File: src/rtl/mexp_pkg.sv
// ----------------------------------------------------------------------------
// mexp_pkg
// Types and constants shared by the modular exponentiation modules.
// ----------------------------------------------------------------------------
`default_nettype none

package mexp_pkg;

  // Width of the base, the result and both configuration registers.
  localparam int unsigned FIELD_W   = 63;
  localparam int unsigned CFG_IDX_W = 2;

  localparam logic [FIELD_W-1:0] EXPONENT_RESET = 63'd900000000000000000;
  // Product of the two primes 3000000007 and 3000000011.
  localparam logic [FIELD_W-1:0] MODULUS_RESET  = 63'd9000000054000000077;

  typedef enum logic [CFG_IDX_W-1:0] {
    CFG_EXPONENT = 2'd0,
    CFG_MODULUS  = 2'd1
  } cfg_reg_t;

  typedef enum logic [3:0] {
    DP_NOP,
    DP_CAPTURE,
    DP_SET_SPECIAL,
    DP_LOAD_RED,
    DP_STEP_DBL,
    DP_STEP_ADD,
    DP_RED_END,
    DP_LOAD_MUL,
    DP_MUL_END
  } dp_op_t;

  typedef struct packed {
    dp_op_t op;
    logic   out_load;
  } dp_cmd_t;

  typedef struct packed {
    logic exp_zero;
    logic mod_zero;
  } dp_stat_t;

endpackage

`default_nettype wire

File: src/rtl/mexp_in_if.sv
// ----------------------------------------------------------------------------
// mexp_in_if
// Request channel carrying one base value.
// ----------------------------------------------------------------------------
`default_nettype none

interface mexp_in_if;
  logic                         valid;
  logic                         ready;
  logic [mexp_pkg::FIELD_W-1:0] base_value;

  modport source (output valid, output base_value, input ready);
  modport sink   (input valid, input base_value, output ready);
endinterface

`default_nettype wire

File: src/rtl/mexp_out_if.sv
// ----------------------------------------------------------------------------
// mexp_out_if
// Result channel carrying one power residue.
// ----------------------------------------------------------------------------
`default_nettype none

interface mexp_out_if;
  logic                         valid;
  logic                         ready;
  logic [mexp_pkg::FIELD_W-1:0] power_residue;

  modport source (output valid, output power_residue, input ready);
  modport sink   (input valid, input power_residue, output ready);
endinterface

`default_nettype wire

File: src/rtl/mexp_cfg_if.sv
// ----------------------------------------------------------------------------
// mexp_cfg_if
// Register write channel: register index and write data.
// ----------------------------------------------------------------------------
`default_nettype none

interface mexp_cfg_if;
  logic                           valid;
  logic                           ready;
  logic [mexp_pkg::CFG_IDX_W-1:0] index;
  logic [mexp_pkg::FIELD_W-1:0]   data;

  modport source (output valid, output index, output data, input ready);
  modport sink   (input valid, input index, input data, output ready);
endinterface

`default_nettype wire

File: src/rtl/mexp_mulmod.sv
// ----------------------------------------------------------------------------
// mexp_mulmod
// Bit-serial modular multiplier: one doubling or one conditional add per cycle.
// ----------------------------------------------------------------------------
`default_nettype none

module mexp_mulmod #(
  parameter int unsigned W = 63
) (
  input  wire logic         clk,
  input  wire logic         load,
  input  wire logic         step_dbl,
  input  wire logic         step_add,
  input  wire logic [W-1:0] a_in,
  input  wire logic [W-1:0] b_in,
  input  wire logic [W-1:0] m_in,
  output logic      [W-1:0] acc
);

  logic [W-1:0] acc_r;
  logic [W-1:0] a_r;
  logic [W-1:0] b_r;
  logic [W:0]   sum;
  logic [W:0]   red;
  logic [W-1:0] acc_nxt;

  // The accumulator stays below m, so one conditional subtract restores it
  // after either a doubling or an add of a value no larger than m.
  always_comb begin
    if (step_dbl) begin
      sum = {acc_r, 1'b0};
    end else begin
      sum = {1'b0, acc_r} + (b_r[W-1] ? {1'b0, a_r} : '0);
    end
    red     = (sum >= {1'b0, m_in}) ? (sum - {1'b0, m_in}) : sum;
    acc_nxt = red[W-1:0];
  end

  always_ff @(posedge clk) begin
    if (load) begin
      acc_r <= '0;
      a_r   <= a_in;
      b_r   <= b_in;
    end else if (step_dbl) begin
      acc_r <= acc_nxt;
    end else if (step_add) begin
      acc_r <= acc_nxt;
      b_r   <= {b_r[W-2:0], 1'b0};
    end
  end

  assign acc = acc_r;

endmodule

`default_nettype wire

File: src/rtl/mexp_datapath.sv
// ----------------------------------------------------------------------------
// mexp_datapath
// Configuration registers, operand registers and two serial multipliers.
// ----------------------------------------------------------------------------
`default_nettype none

module mexp_datapath #(
  parameter int unsigned P = 63
) (
  input  wire logic                             clk,
  input  wire logic                             rst_n,
  input  wire mexp_pkg::dp_cmd_t                cmd,
  output mexp_pkg::dp_stat_t                    stat,
  input  wire logic                             cfg_we,
  input  wire logic [mexp_pkg::CFG_IDX_W-1:0]   cfg_index,
  input  wire logic [mexp_pkg::FIELD_W-1:0]     cfg_data,
  input  wire logic [mexp_pkg::FIELD_W-1:0]     in_base,
  output logic      [mexp_pkg::FIELD_W-1:0]     out_data
);

  logic [P-1:0] exponent_r;
  logic [P-1:0] modulus_r;
  logic [P-1:0] base_r,   base_nxt;
  logic [P-1:0] exp_sh_r, exp_sh_nxt;
  logic [P-1:0] power_r,  power_nxt;
  logic [P-1:0] result_r, result_nxt;
  logic [mexp_pkg::FIELD_W-1:0] out_data_r;

  logic         mod_one;
  logic         unit_load;
  logic         unit_dbl;
  logic         unit_add;
  logic [P-1:0] a_op_a;
  logic [P-1:0] a_op_b;
  logic [P-1:0] acc_a;
  logic [P-1:0] acc_b;

  assign stat.exp_zero = (exponent_r == '0);
  assign stat.mod_zero = (modulus_r == '0);
  assign mod_one       = (modulus_r == P'(1));

  assign unit_load = (cmd.op == mexp_pkg::DP_LOAD_RED) || (cmd.op == mexp_pkg::DP_LOAD_MUL);
  assign unit_dbl  = (cmd.op == mexp_pkg::DP_STEP_DBL);
  assign unit_add  = (cmd.op == mexp_pkg::DP_STEP_ADD);

  // Reduction of the base runs as 1 * base mod m on unit A.
  assign a_op_a = (cmd.op == mexp_pkg::DP_LOAD_RED) ? P'(1)  : result_r;
  assign a_op_b = (cmd.op == mexp_pkg::DP_LOAD_RED) ? base_r : power_r;

  mexp_mulmod #(.W(P)) u_mul_res (
    .clk      (clk),
    .load     (unit_load),
    .step_dbl (unit_dbl),
    .step_add (unit_add),
    .a_in     (a_op_a),
    .b_in     (a_op_b),
    .m_in     (modulus_r),
    .acc      (acc_a)
  );

  mexp_mulmod #(.W(P)) u_mul_sq (
    .clk      (clk),
    .load     (unit_load),
    .step_dbl (unit_dbl),
    .step_add (unit_add),
    .a_in     (power_r),
    .b_in     (power_r),
    .m_in     (modulus_r),
    .acc      (acc_b)
  );

  always_comb begin
    base_nxt   = base_r;
    exp_sh_nxt = exp_sh_r;
    power_nxt  = power_r;
    result_nxt = result_r;
    case (cmd.op)
      mexp_pkg::DP_CAPTURE: begin
        base_nxt   = in_base[P-1:0];
        exp_sh_nxt = exponent_r;
      end
      mexp_pkg::DP_SET_SPECIAL: begin
        result_nxt = stat.exp_zero ? P'(1) : '0;
      end
      mexp_pkg::DP_RED_END: begin
        power_nxt  = acc_a;
        result_nxt = mod_one ? '0 : P'(1);
      end
      mexp_pkg::DP_MUL_END: begin
        if (exp_sh_r[0]) begin
          result_nxt = acc_a;
        end
        power_nxt  = acc_b;
        exp_sh_nxt = exp_sh_r >> 1;
      end
      default: begin
      end
    endcase
  end

  always_ff @(posedge clk) begin
    if (!rst_n) begin
      exponent_r <= mexp_pkg::EXPONENT_RESET[P-1:0];
      modulus_r  <= mexp_pkg::MODULUS_RESET[P-1:0];
    end else if (cfg_we) begin
      if (cfg_index == mexp_pkg::CFG_EXPONENT) begin
        exponent_r <= cfg_data[P-1:0];
      end else if (cfg_index == mexp_pkg::CFG_MODULUS) begin
        modulus_r <= cfg_data[P-1:0];
      end
    end
  end

  always_ff @(posedge clk) begin
    base_r   <= base_nxt;
    exp_sh_r <= exp_sh_nxt;
    power_r  <= power_nxt;
    result_r <= result_nxt;
    if (cmd.out_load) begin
      out_data_r <= mexp_pkg::FIELD_W'(result_r);
    end
  end

  assign out_data = out_data_r;

endmodule

`default_nettype wire

File: src/rtl/mexp_ctrl.sv
// ----------------------------------------------------------------------------
// mexp_ctrl
// Sequencer for base reduction and the square-and-multiply loop.
// ----------------------------------------------------------------------------
`default_nettype none

module mexp_ctrl #(
  parameter int unsigned P = 63
) (
  input  wire logic               clk,
  input  wire logic               rst_n,
  input  wire logic               in_valid,
  output logic                    in_ready,
  output logic                    out_valid,
  input  wire logic               out_ready,
  input  wire mexp_pkg::dp_stat_t stat,
  output mexp_pkg::dp_cmd_t       cmd
);

  localparam int unsigned CNT_W = $clog2(P);

  typedef enum logic [3:0] {
    ST_IDLE,
    ST_PREP,
    ST_RED_DBL,
    ST_RED_ADD,
    ST_RED_END,
    ST_MUL_LOAD,
    ST_MUL_DBL,
    ST_MUL_ADD,
    ST_MUL_END,
    ST_FINISH
  } state_t;

  state_t           state_r;
  logic [CNT_W-1:0] bit_cnt_r;
  logic [CNT_W-1:0] exp_cnt_r;
  logic             out_valid_r;
  logic             in_acc;
  logic             out_free;
  logic             special;

  assign in_ready = (state_r == ST_IDLE);
  assign in_acc   = in_valid && in_ready;
  assign out_free = !out_valid_r || out_ready;
  assign special  = stat.exp_zero || stat.mod_zero;

  always_comb begin
    cmd.op       = mexp_pkg::DP_NOP;
    cmd.out_load = 1'b0;
    case (state_r)
      ST_IDLE:     cmd.op = in_acc ? mexp_pkg::DP_CAPTURE : mexp_pkg::DP_NOP;
      ST_PREP:     cmd.op = special ? mexp_pkg::DP_SET_SPECIAL : mexp_pkg::DP_LOAD_RED;
      ST_RED_DBL:  cmd.op = mexp_pkg::DP_STEP_DBL;
      ST_RED_ADD:  cmd.op = mexp_pkg::DP_STEP_ADD;
      ST_RED_END:  cmd.op = mexp_pkg::DP_RED_END;
      ST_MUL_LOAD: cmd.op = mexp_pkg::DP_LOAD_MUL;
      ST_MUL_DBL:  cmd.op = mexp_pkg::DP_STEP_DBL;
      ST_MUL_ADD:  cmd.op = mexp_pkg::DP_STEP_ADD;
      ST_MUL_END:  cmd.op = mexp_pkg::DP_MUL_END;
      ST_FINISH:   cmd.out_load = out_free;
      default: begin
      end
    endcase
  end

  always_ff @(posedge clk) begin
    if (!rst_n) begin
      state_r     <= ST_IDLE;
      bit_cnt_r   <= '0;
      exp_cnt_r   <= '0;
      out_valid_r <= 1'b0;
    end else begin
      // In ST_FINISH the valid flag is set below instead.
      if (out_valid_r && out_ready && (state_r != ST_FINISH)) begin
        out_valid_r <= 1'b0;
      end
      case (state_r)
        ST_IDLE: begin
          if (in_acc) begin
            state_r <= ST_PREP;
          end
        end
        ST_PREP: begin
          bit_cnt_r <= CNT_W'(P - 1);
          state_r   <= special ? ST_FINISH : ST_RED_DBL;
        end
        ST_RED_DBL: begin
          state_r <= ST_RED_ADD;
        end
        ST_RED_ADD: begin
          if (bit_cnt_r == '0) begin
            state_r <= ST_RED_END;
          end else begin
            bit_cnt_r <= bit_cnt_r - 1'b1;
            state_r   <= ST_RED_DBL;
          end
        end
        ST_RED_END: begin
          exp_cnt_r <= CNT_W'(P - 1);
          state_r   <= ST_MUL_LOAD;
        end
        ST_MUL_LOAD: begin
          bit_cnt_r <= CNT_W'(P - 1);
          state_r   <= ST_MUL_DBL;
        end
        ST_MUL_DBL: begin
          state_r <= ST_MUL_ADD;
        end
        ST_MUL_ADD: begin
          if (bit_cnt_r == '0) begin
            state_r <= ST_MUL_END;
          end else begin
            bit_cnt_r <= bit_cnt_r - 1'b1;
            state_r   <= ST_MUL_DBL;
          end
        end
        ST_MUL_END: begin
          if (exp_cnt_r == '0) begin
            state_r <= ST_FINISH;
          end else begin
            exp_cnt_r <= exp_cnt_r - 1'b1;
            state_r   <= ST_MUL_LOAD;
          end
        end
        ST_FINISH: begin
          // The result moves into the output register once it is free.
          if (out_free) begin
            out_valid_r <= 1'b1;
            state_r     <= ST_IDLE;
          end
        end
        default: begin
          state_r <= ST_IDLE;
        end
      endcase
    end
  end

  assign out_valid = out_valid_r;

endmodule

`default_nettype wire

File: src/rtl/modular_exponentiation.sv
// ----------------------------------------------------------------------------
// modular_exponentiation
// Raises each base to the configured exponent modulo the configured modulus.
//
//   channel   dir  handshake     payload
//   in_chan   in   valid/ready   base_value[62:0]
//   out_chan  out  valid/ready   power_residue[62:0]
//   cfg_chan  in   valid/ready   index[1:0], data[62:0] (0 exponent, 1 modulus)
//
// A request runs from acceptance to result through a base reduction, then
// P passes through the two bit-serial modular multipliers, which run the
// multiply and the square side by side. Exponent zero or modulus zero skip
// both and go straight from preparation to the result. One request is in
// work at a time; a new one is taken while the previous result waits in the
// output register. Reset is synchronous; cfg is always ready.
// ----------------------------------------------------------------------------
`default_nettype none

module modular_exponentiation #(
  parameter int unsigned OPERAND_BITS = 63
) (
  input  wire logic     clk,
  input  wire logic     rst_n,
  mexp_in_if.sink       in_chan,
  mexp_out_if.source    out_chan,
  mexp_cfg_if.sink      cfg_chan
);

  mexp_pkg::dp_cmd_t  cmd;
  mexp_pkg::dp_stat_t stat;
  logic               in_ready;
  logic               out_valid;

  assign cfg_chan.ready = 1'b1;
  assign in_chan.ready  = in_ready;
  assign out_chan.valid = out_valid;

  mexp_ctrl #(.P(OPERAND_BITS)) u_ctrl (
    .clk       (clk),
    .rst_n     (rst_n),
    .in_valid  (in_chan.valid),
    .in_ready  (in_ready),
    .out_valid (out_valid),
    .out_ready (out_chan.ready),
    .stat      (stat),
    .cmd       (cmd)
  );

  mexp_datapath #(.P(OPERAND_BITS)) u_datapath (
    .clk       (clk),
    .rst_n     (rst_n),
    .cmd       (cmd),
    .stat      (stat),
    .cfg_we    (cfg_chan.valid),
    .cfg_index (cfg_chan.index),
    .cfg_data  (cfg_chan.data),
    .in_base   (in_chan.base_value),
    .out_data  (out_chan.power_residue)
  );

endmodule

`default_nettype wire

File: src/flat_wrapper.sv
// flat-port wrapper written by rule: the top's interface ports become plain ports
module modular_exponentiation_flat 
#(
  parameter int unsigned OPERAND_BITS = 63
)
  (clk, rst_n, in_chan_valid, in_chan_base_value, in_chan_ready, out_chan_valid, out_chan_power_residue, out_chan_ready, cfg_chan_valid, cfg_chan_index, cfg_chan_data, cfg_chan_ready);
  mexp_in_if in_chan_i ();
  mexp_out_if out_chan_i ();
  mexp_cfg_if cfg_chan_i ();
  input  wire logic clk;
  input  wire logic rst_n;
  input wire logic [$bits(in_chan_i.valid)-1:0] in_chan_valid;
  input wire logic [$bits(in_chan_i.base_value)-1:0] in_chan_base_value;
  output wire logic [$bits(in_chan_i.ready)-1:0] in_chan_ready;
  output wire logic [$bits(out_chan_i.valid)-1:0] out_chan_valid;
  output wire logic [$bits(out_chan_i.power_residue)-1:0] out_chan_power_residue;
  input wire logic [$bits(out_chan_i.ready)-1:0] out_chan_ready;
  input wire logic [$bits(cfg_chan_i.valid)-1:0] cfg_chan_valid;
  input wire logic [$bits(cfg_chan_i.index)-1:0] cfg_chan_index;
  input wire logic [$bits(cfg_chan_i.data)-1:0] cfg_chan_data;
  output wire logic [$bits(cfg_chan_i.ready)-1:0] cfg_chan_ready;
  assign in_chan_i.valid = in_chan_valid;
  assign in_chan_i.base_value = in_chan_base_value;
  assign in_chan_ready = in_chan_i.ready;
  assign out_chan_valid = out_chan_i.valid;
  assign out_chan_power_residue = out_chan_i.power_residue;
  assign out_chan_i.ready = out_chan_ready;
  assign cfg_chan_i.valid = cfg_chan_valid;
  assign cfg_chan_i.index = cfg_chan_index;
  assign cfg_chan_i.data = cfg_chan_data;
  assign cfg_chan_ready = cfg_chan_i.ready;
  modular_exponentiation #(.OPERAND_BITS(OPERAND_BITS)) u_core (.clk(clk), .rst_n(rst_n), .in_chan(in_chan_i), .out_chan(out_chan_i), .cfg_chan(cfg_chan_i));
endmodule
File: config.mk
export PLATFORM = sky130hd
export DESIGN_NAME = modular_exponentiation_flat
export DESIGN_NICKNAME = d
export VERILOG_FILES = /design/src/rtl/mexp_pkg.sv /design/src/rtl/mexp_in_if.sv /design/src/rtl/mexp_out_if.sv /design/src/rtl/mexp_cfg_if.sv /design/src/rtl/mexp_mulmod.sv /design/src/rtl/mexp_datapath.sv /design/src/rtl/mexp_ctrl.sv /design/src/rtl/modular_exponentiation.sv /design/src/flat_wrapper.sv
export SDC_FILE = /design/constraint.sdc
export NUM_CORES = 2
export LEC_CHECK = 0
export BUFFER_PORTS_ARGS = -buffer_cell sky130_fd_sc_hd__buf_4
export CORE_MARGIN = 4
export CORE_UTILIZATION = 45
export DETAILED_ROUTE_END_ITERATION = 7
export PLACE_DENSITY_LB_ADDON = 0.25
export SYNTH_ARGS = -nofsm -noshare
export SYNTH_HDL_FRONTEND = slang
export SYNTH_SLANG_ARGS = --single-unit
export TNS_END_PERCENT = 20
File: constraint.sdc
create_clock -name clk -period 9 [get_ports clk]
set_input_delay 1.35 -clock clk [delete_from_list [all_inputs] [get_ports clk]]
set_output_delay 1.35 -clock clk [all_outputs]
set_load 0.01 [all_outputs]
==> results.py <==
metrics = {
    "global_routing": {
        "grt_start_max_net_pins": 191,
        "grt_overflow": 0,
        "grt_antenna_before_repair": 5,
        "global_route.usage.total": 0.272,
        "grt_first_pass_wirelength_um": 243000,
        "number_of_global_route_vias_before_repair": 39100,
    },
    "power_and_ir_drop": {
        "pwr_density_cell_mw_per_mm2": 326,
        "pwr-share-seq": 0.291,
        "swShare": 0.435,
        "p_int_mw": 10.2,
        "switching_power_mw": 7.85,
        "worst_ir_drop_vdd_uv": 152,
        "power.combinational.fraction": 0.491,
        "post-layout-total-power_mw": 18.0,
        "static-leakage-power_nw": 22.4,
        "power.clock.fraction": 0.218,
    },
    "cells_and_area": {
        "areaGrowthSynthToFinish_pct": 11.6,
        "mostFrequentLayoutCell": "sky130_fd_sc_hd__nand2_1",
        "final_layout_size_suffix_gt1_frac": 0.0820,
        "post-route-util": 0.506,
        "layout_common_cells": "1160 x sky130_fd_sc_hd__nand2_1, 567 x sky130_fd_sc_hd__edfxtp_1, 493 x sky130_fd_sc_hd__a21oi_1, 353 x sky130_fd_sc_hd__nor2_1, 317 x sky130_fd_sc_hd__o21ai_0",
        "nets": 5983,
    },
    "drt": {
        "drt_pre_antenna_iters": 6,
        "detail_route.iter0.violations": 3775,
        "detail_route.wl_per_cell_um": 22.7,
        "route.final.wire_length_um": 163000,
        "ant_nets": 0,
        "detailroute.via_count": 41300,
        "drt-vias-per-instance": 5.78,
        "remaining_drc_errors": 0,
    },
    "cts": {
        "clk_sink_count": 836,
        "post_cts_resized": 0,
        "cts_max_level": 3,
        "worst_skew_late_latency_ps": 700,
        "ctsHoldBuffers": 0,
        "clock-root-buffer": "sky130_fd_sc_hd__clkbuf_16",
        "cts_tree": "done",
        "post-cts-setup-buffer-count": 0,
        "cts-buffers-inserted": 94,
        "post_cts_clock_slew_at_the_launch_and_capture_registers_of_the_worst_setup_and_hold_paths_ps": 60,
        "clock_path_buffers": 3,
    },
    "logic_synthesis": {
        "synth_async_sr_flop_share": 0,
        "syn-mean-instance-area_um2": 8.90,
        "synth-main-ff-cell": "sky130_fd_sc_hd__edfxtp_1",
        "yosys_register_bits": 836,
        "post-synth-top-area-cell": "sky130_fd_sc_hd__edfxtp_1",
        "synth-seq-area-share": 0.452,
        "edff_count_synth": 567,
        "synth.cell_area_mm2": 0.0496,
        "syn-num-nets": 5958,
        "yosys-top-cells-area": "sky130_fd_sc_hd__edfxtp_1 34%, sky130_fd_sc_hd__dfxtp_1 11%, sky130_fd_sc_hd__nand2_1 8.8%, sky130_fd_sc_hd__ha_1 6.4%, sky130_fd_sc_hd__a21oi_1 5.0%",
        "synth.top_cell.area_share": 0.344,
        "synthesis.yosys.warnings": 0,
        "synth_cells": 5567,
        "synth.distinct_cells": 99,
    },
    "setup_path": {
        "path_delay_family": "compound AO/OA/AOI/OAI gates",
        "worstPathArrival_ps": 8960,
        "worstPathRequired_ps": 9630,
        "critical_path.endpoint_type": "flip-flop",
        "timing.setup.critical_path_class": "reg2reg",
        "series_of_cell_instances_along_the_critical_path": "buf_4, and2_1, ha_1, a21oi_1, o21a_1, o21ai_1, a2111oi_0, o21ai_0, o31ai_1, o221ai_1, a221oi_1, xor2_1, o21ai_1, ha_1, nand4_1, or4_1, nor4b_1, o31ai_1, o211ai_4, buf_4, and2_1, nand3b_1, a21oi_1",
        "highest_cell_delay_on_the_worst_timing_path_ps": 1050,
        "critPathMaxFanout": 31,
        "critPathSlowestCell": "sky130_fd_sc_hd__edfxtp_1",
        "startpoint_type": "flip-flop",
        "worstPathBufferInverterCount": 2,
    },
    "sta": {
        "finalSetupTns_ps": 0,
        "worst_clock_skew_ps": 32.4,
        "worst_pin_slew_ps": 1140,
        "finalHoldViolCount": 0,
        "max_slew_margin": 0.241,
        "timing.final.crit_period_ps": 8340,
        "setup_repair_after_global_routing_missed_its_margin": "false",
        "fmaxAchievable_mhz": 120,
        "finalWorstSetupSlack_ps": 663,
        "final_max_slew_viol_count": 0,
        "final_clock_period_utilization_by_the_worst_path": 0.926,
        "setup_viol": 0,
    },
    "floorplan": {
        "core_mm2": 0.109,
        "chipWidth_um": 340,
        "pin_count": 199,
        "num_rows": 121,
        "dieArea_mm2": 0.116,
        "initial_core_util": 0.454,
        "die_h_um": 340,
    },
    "placed_design": {
        "dp.final_hpwl_um": 122000,
        "dp_worst_setup_slack_ps": 964,
        "finalWeightedCongestion": 0.971,
        "portBuffers": 197,
    },
    "flow_run": {
        "maxCapViolations": 0,
    },
    "min_path": {
        "min-delay-path-class": "reg2reg",
    },
    "status": {
        "outcome": "completed",
    },
}
per-layer routing:
metal  part of all wire  wire length [µm]  GRT usage  up-vias
met2               0.44             71900      0.426     1310
met5           0.000055                 9          0        -
met3              0.063             10200     0.0410      257
li1                   -                 -          -    19900
met1               0.44             71700      0.372    19800
met4              0.054              8710      0.128        2
final cells by class:
cell class	count	area, µm²
Antenna cell	2	5.00
Clock buffer	110	2470
Clock inverter	64	649
Fill cell	10300	53900
Inverter	142	541
Multi-Input combinational cell	4264	25400
Sequential cell	836	22400
Tap cell	1476	1850
Timing Repair Buffer	254	1940
synth_stat cells, types with 87 or more instances:
library cell	n
sky130_fd_sc_hd__inv_1	140
sky130_fd_sc_hd__and2_1	211
sky130_fd_sc_hd__nand2_1	1162
sky130_fd_sc_hd__nor2_1	360
sky130_fd_sc_hd__a21o_1	156
sky130_fd_sc_hd__clkbuf_1	272
sky130_fd_sc_hd__o21ai_0	317
sky130_fd_sc_hd__xnor2_1	141
sky130_fd_sc_hd__nand3_1	108
sky130_fd_sc_hd__xor2_1	87
sky130_fd_sc_hd__ha_1	254
sky130_fd_sc_hd__a21oi_1	493
sky130_fd_sc_hd__dfxtp_1	269
sky130_fd_sc_hd__edfxtp_1	567
power by group through the flow:
stage	Sequential (mW)	Combinational, mW	Clock [mW]
2_1_floorplan	5.03	6.46	0
3_3_place_gp	5.32	8.70	0
3_5_place_dp	5.32	8.67	0
4_1_cts	5.25	8.73	4.01
5_1_grt	5.29	9.71	4.16
6_report	5.26	8.86	3.93
worst paths after layout:
path,end,startpoint,cells past startpoint,slack [ps]
worst max register to register,u_core.u_datapath.u_mul_res.acc[23]$_SDFFE_PN0P_,u_core.u_datapath.u_mul_res.b_r[62]$_DFFE_PP_,23,660
worst min-delay path,u_core.u_datapath.out_data[12]$_DFFE_PP_,u_core.u_datapath.result_r[12]$_DFFE_PP_,0,440
worst max-delay path,u_core.u_datapath.u_mul_res.acc[23]$_SDFFE_PN0P_,u_core.u_datapath.u_mul_res.b_r[62]$_DFFE_PP_,23,660
worst min register to register,u_core.u_datapath.out_data[12]$_DFFE_PP_,u_core.u_datapath.result_r[12]$_DFFE_PP_,0,440
per-stage QoR:
| step | hold WS (ps) | instances | area, µm² |
|---|---|---|---|
| 2_1_floorplan | 418 | 5567 | 49600 |
| 3_3_place_gp | 427 | 6972 | 52200 |
| 3_5_place_dp | 429 | 6972 | 52200 |
| 4_1_cts | 444 | 7146 | 55300 |
| 5_1_grt | 453 | 7146 | 55300 |
| 6_report | 443 | 7148 | 55300 |
worst reg2reg max path, stage by stage (launching register included):
cell	delay, ps
sky130_fd_sc_hd__edfxtp_1	1050
sky130_fd_sc_hd__buf_4	450
sky130_fd_sc_hd__and2_1	190
sky130_fd_sc_hd__ha_1	310
sky130_fd_sc_hd__a21oi_1	300
sky130_fd_sc_hd__o21a_1	200
sky130_fd_sc_hd__o21ai_1	140
sky130_fd_sc_hd__a2111oi_0	510
sky130_fd_sc_hd__o21ai_0	220
sky130_fd_sc_hd__o31ai_1	570
sky130_fd_sc_hd__o221ai_1	310
sky130_fd_sc_hd__a221oi_1	350
sky130_fd_sc_hd__xor2_1	210
sky130_fd_sc_hd__o21ai_1	130
sky130_fd_sc_hd__ha_1	480
sky130_fd_sc_hd__nand4_1	220
sky130_fd_sc_hd__or4_1	540
sky130_fd_sc_hd__nor4b_1	390
sky130_fd_sc_hd__o31ai_1	180
sky130_fd_sc_hd__o211ai_4	330
sky130_fd_sc_hd__buf_4	490
sky130_fd_sc_hd__and2_1	450
sky130_fd_sc_hd__nand3b_1	130
sky130_fd_sc_hd__a21oi_1	130
cells by family after synthesis:
kind of cell,synth area share
buf+inv,0.0372
simple gates,0.202
fa+ha+maj,0.0657
xor+xnor,0.0403
compound gates,0.188
flops,0.452
other cells,0.0000757
mux,0.0145
No activity file was read; power rests on OpenSTA's default activity.
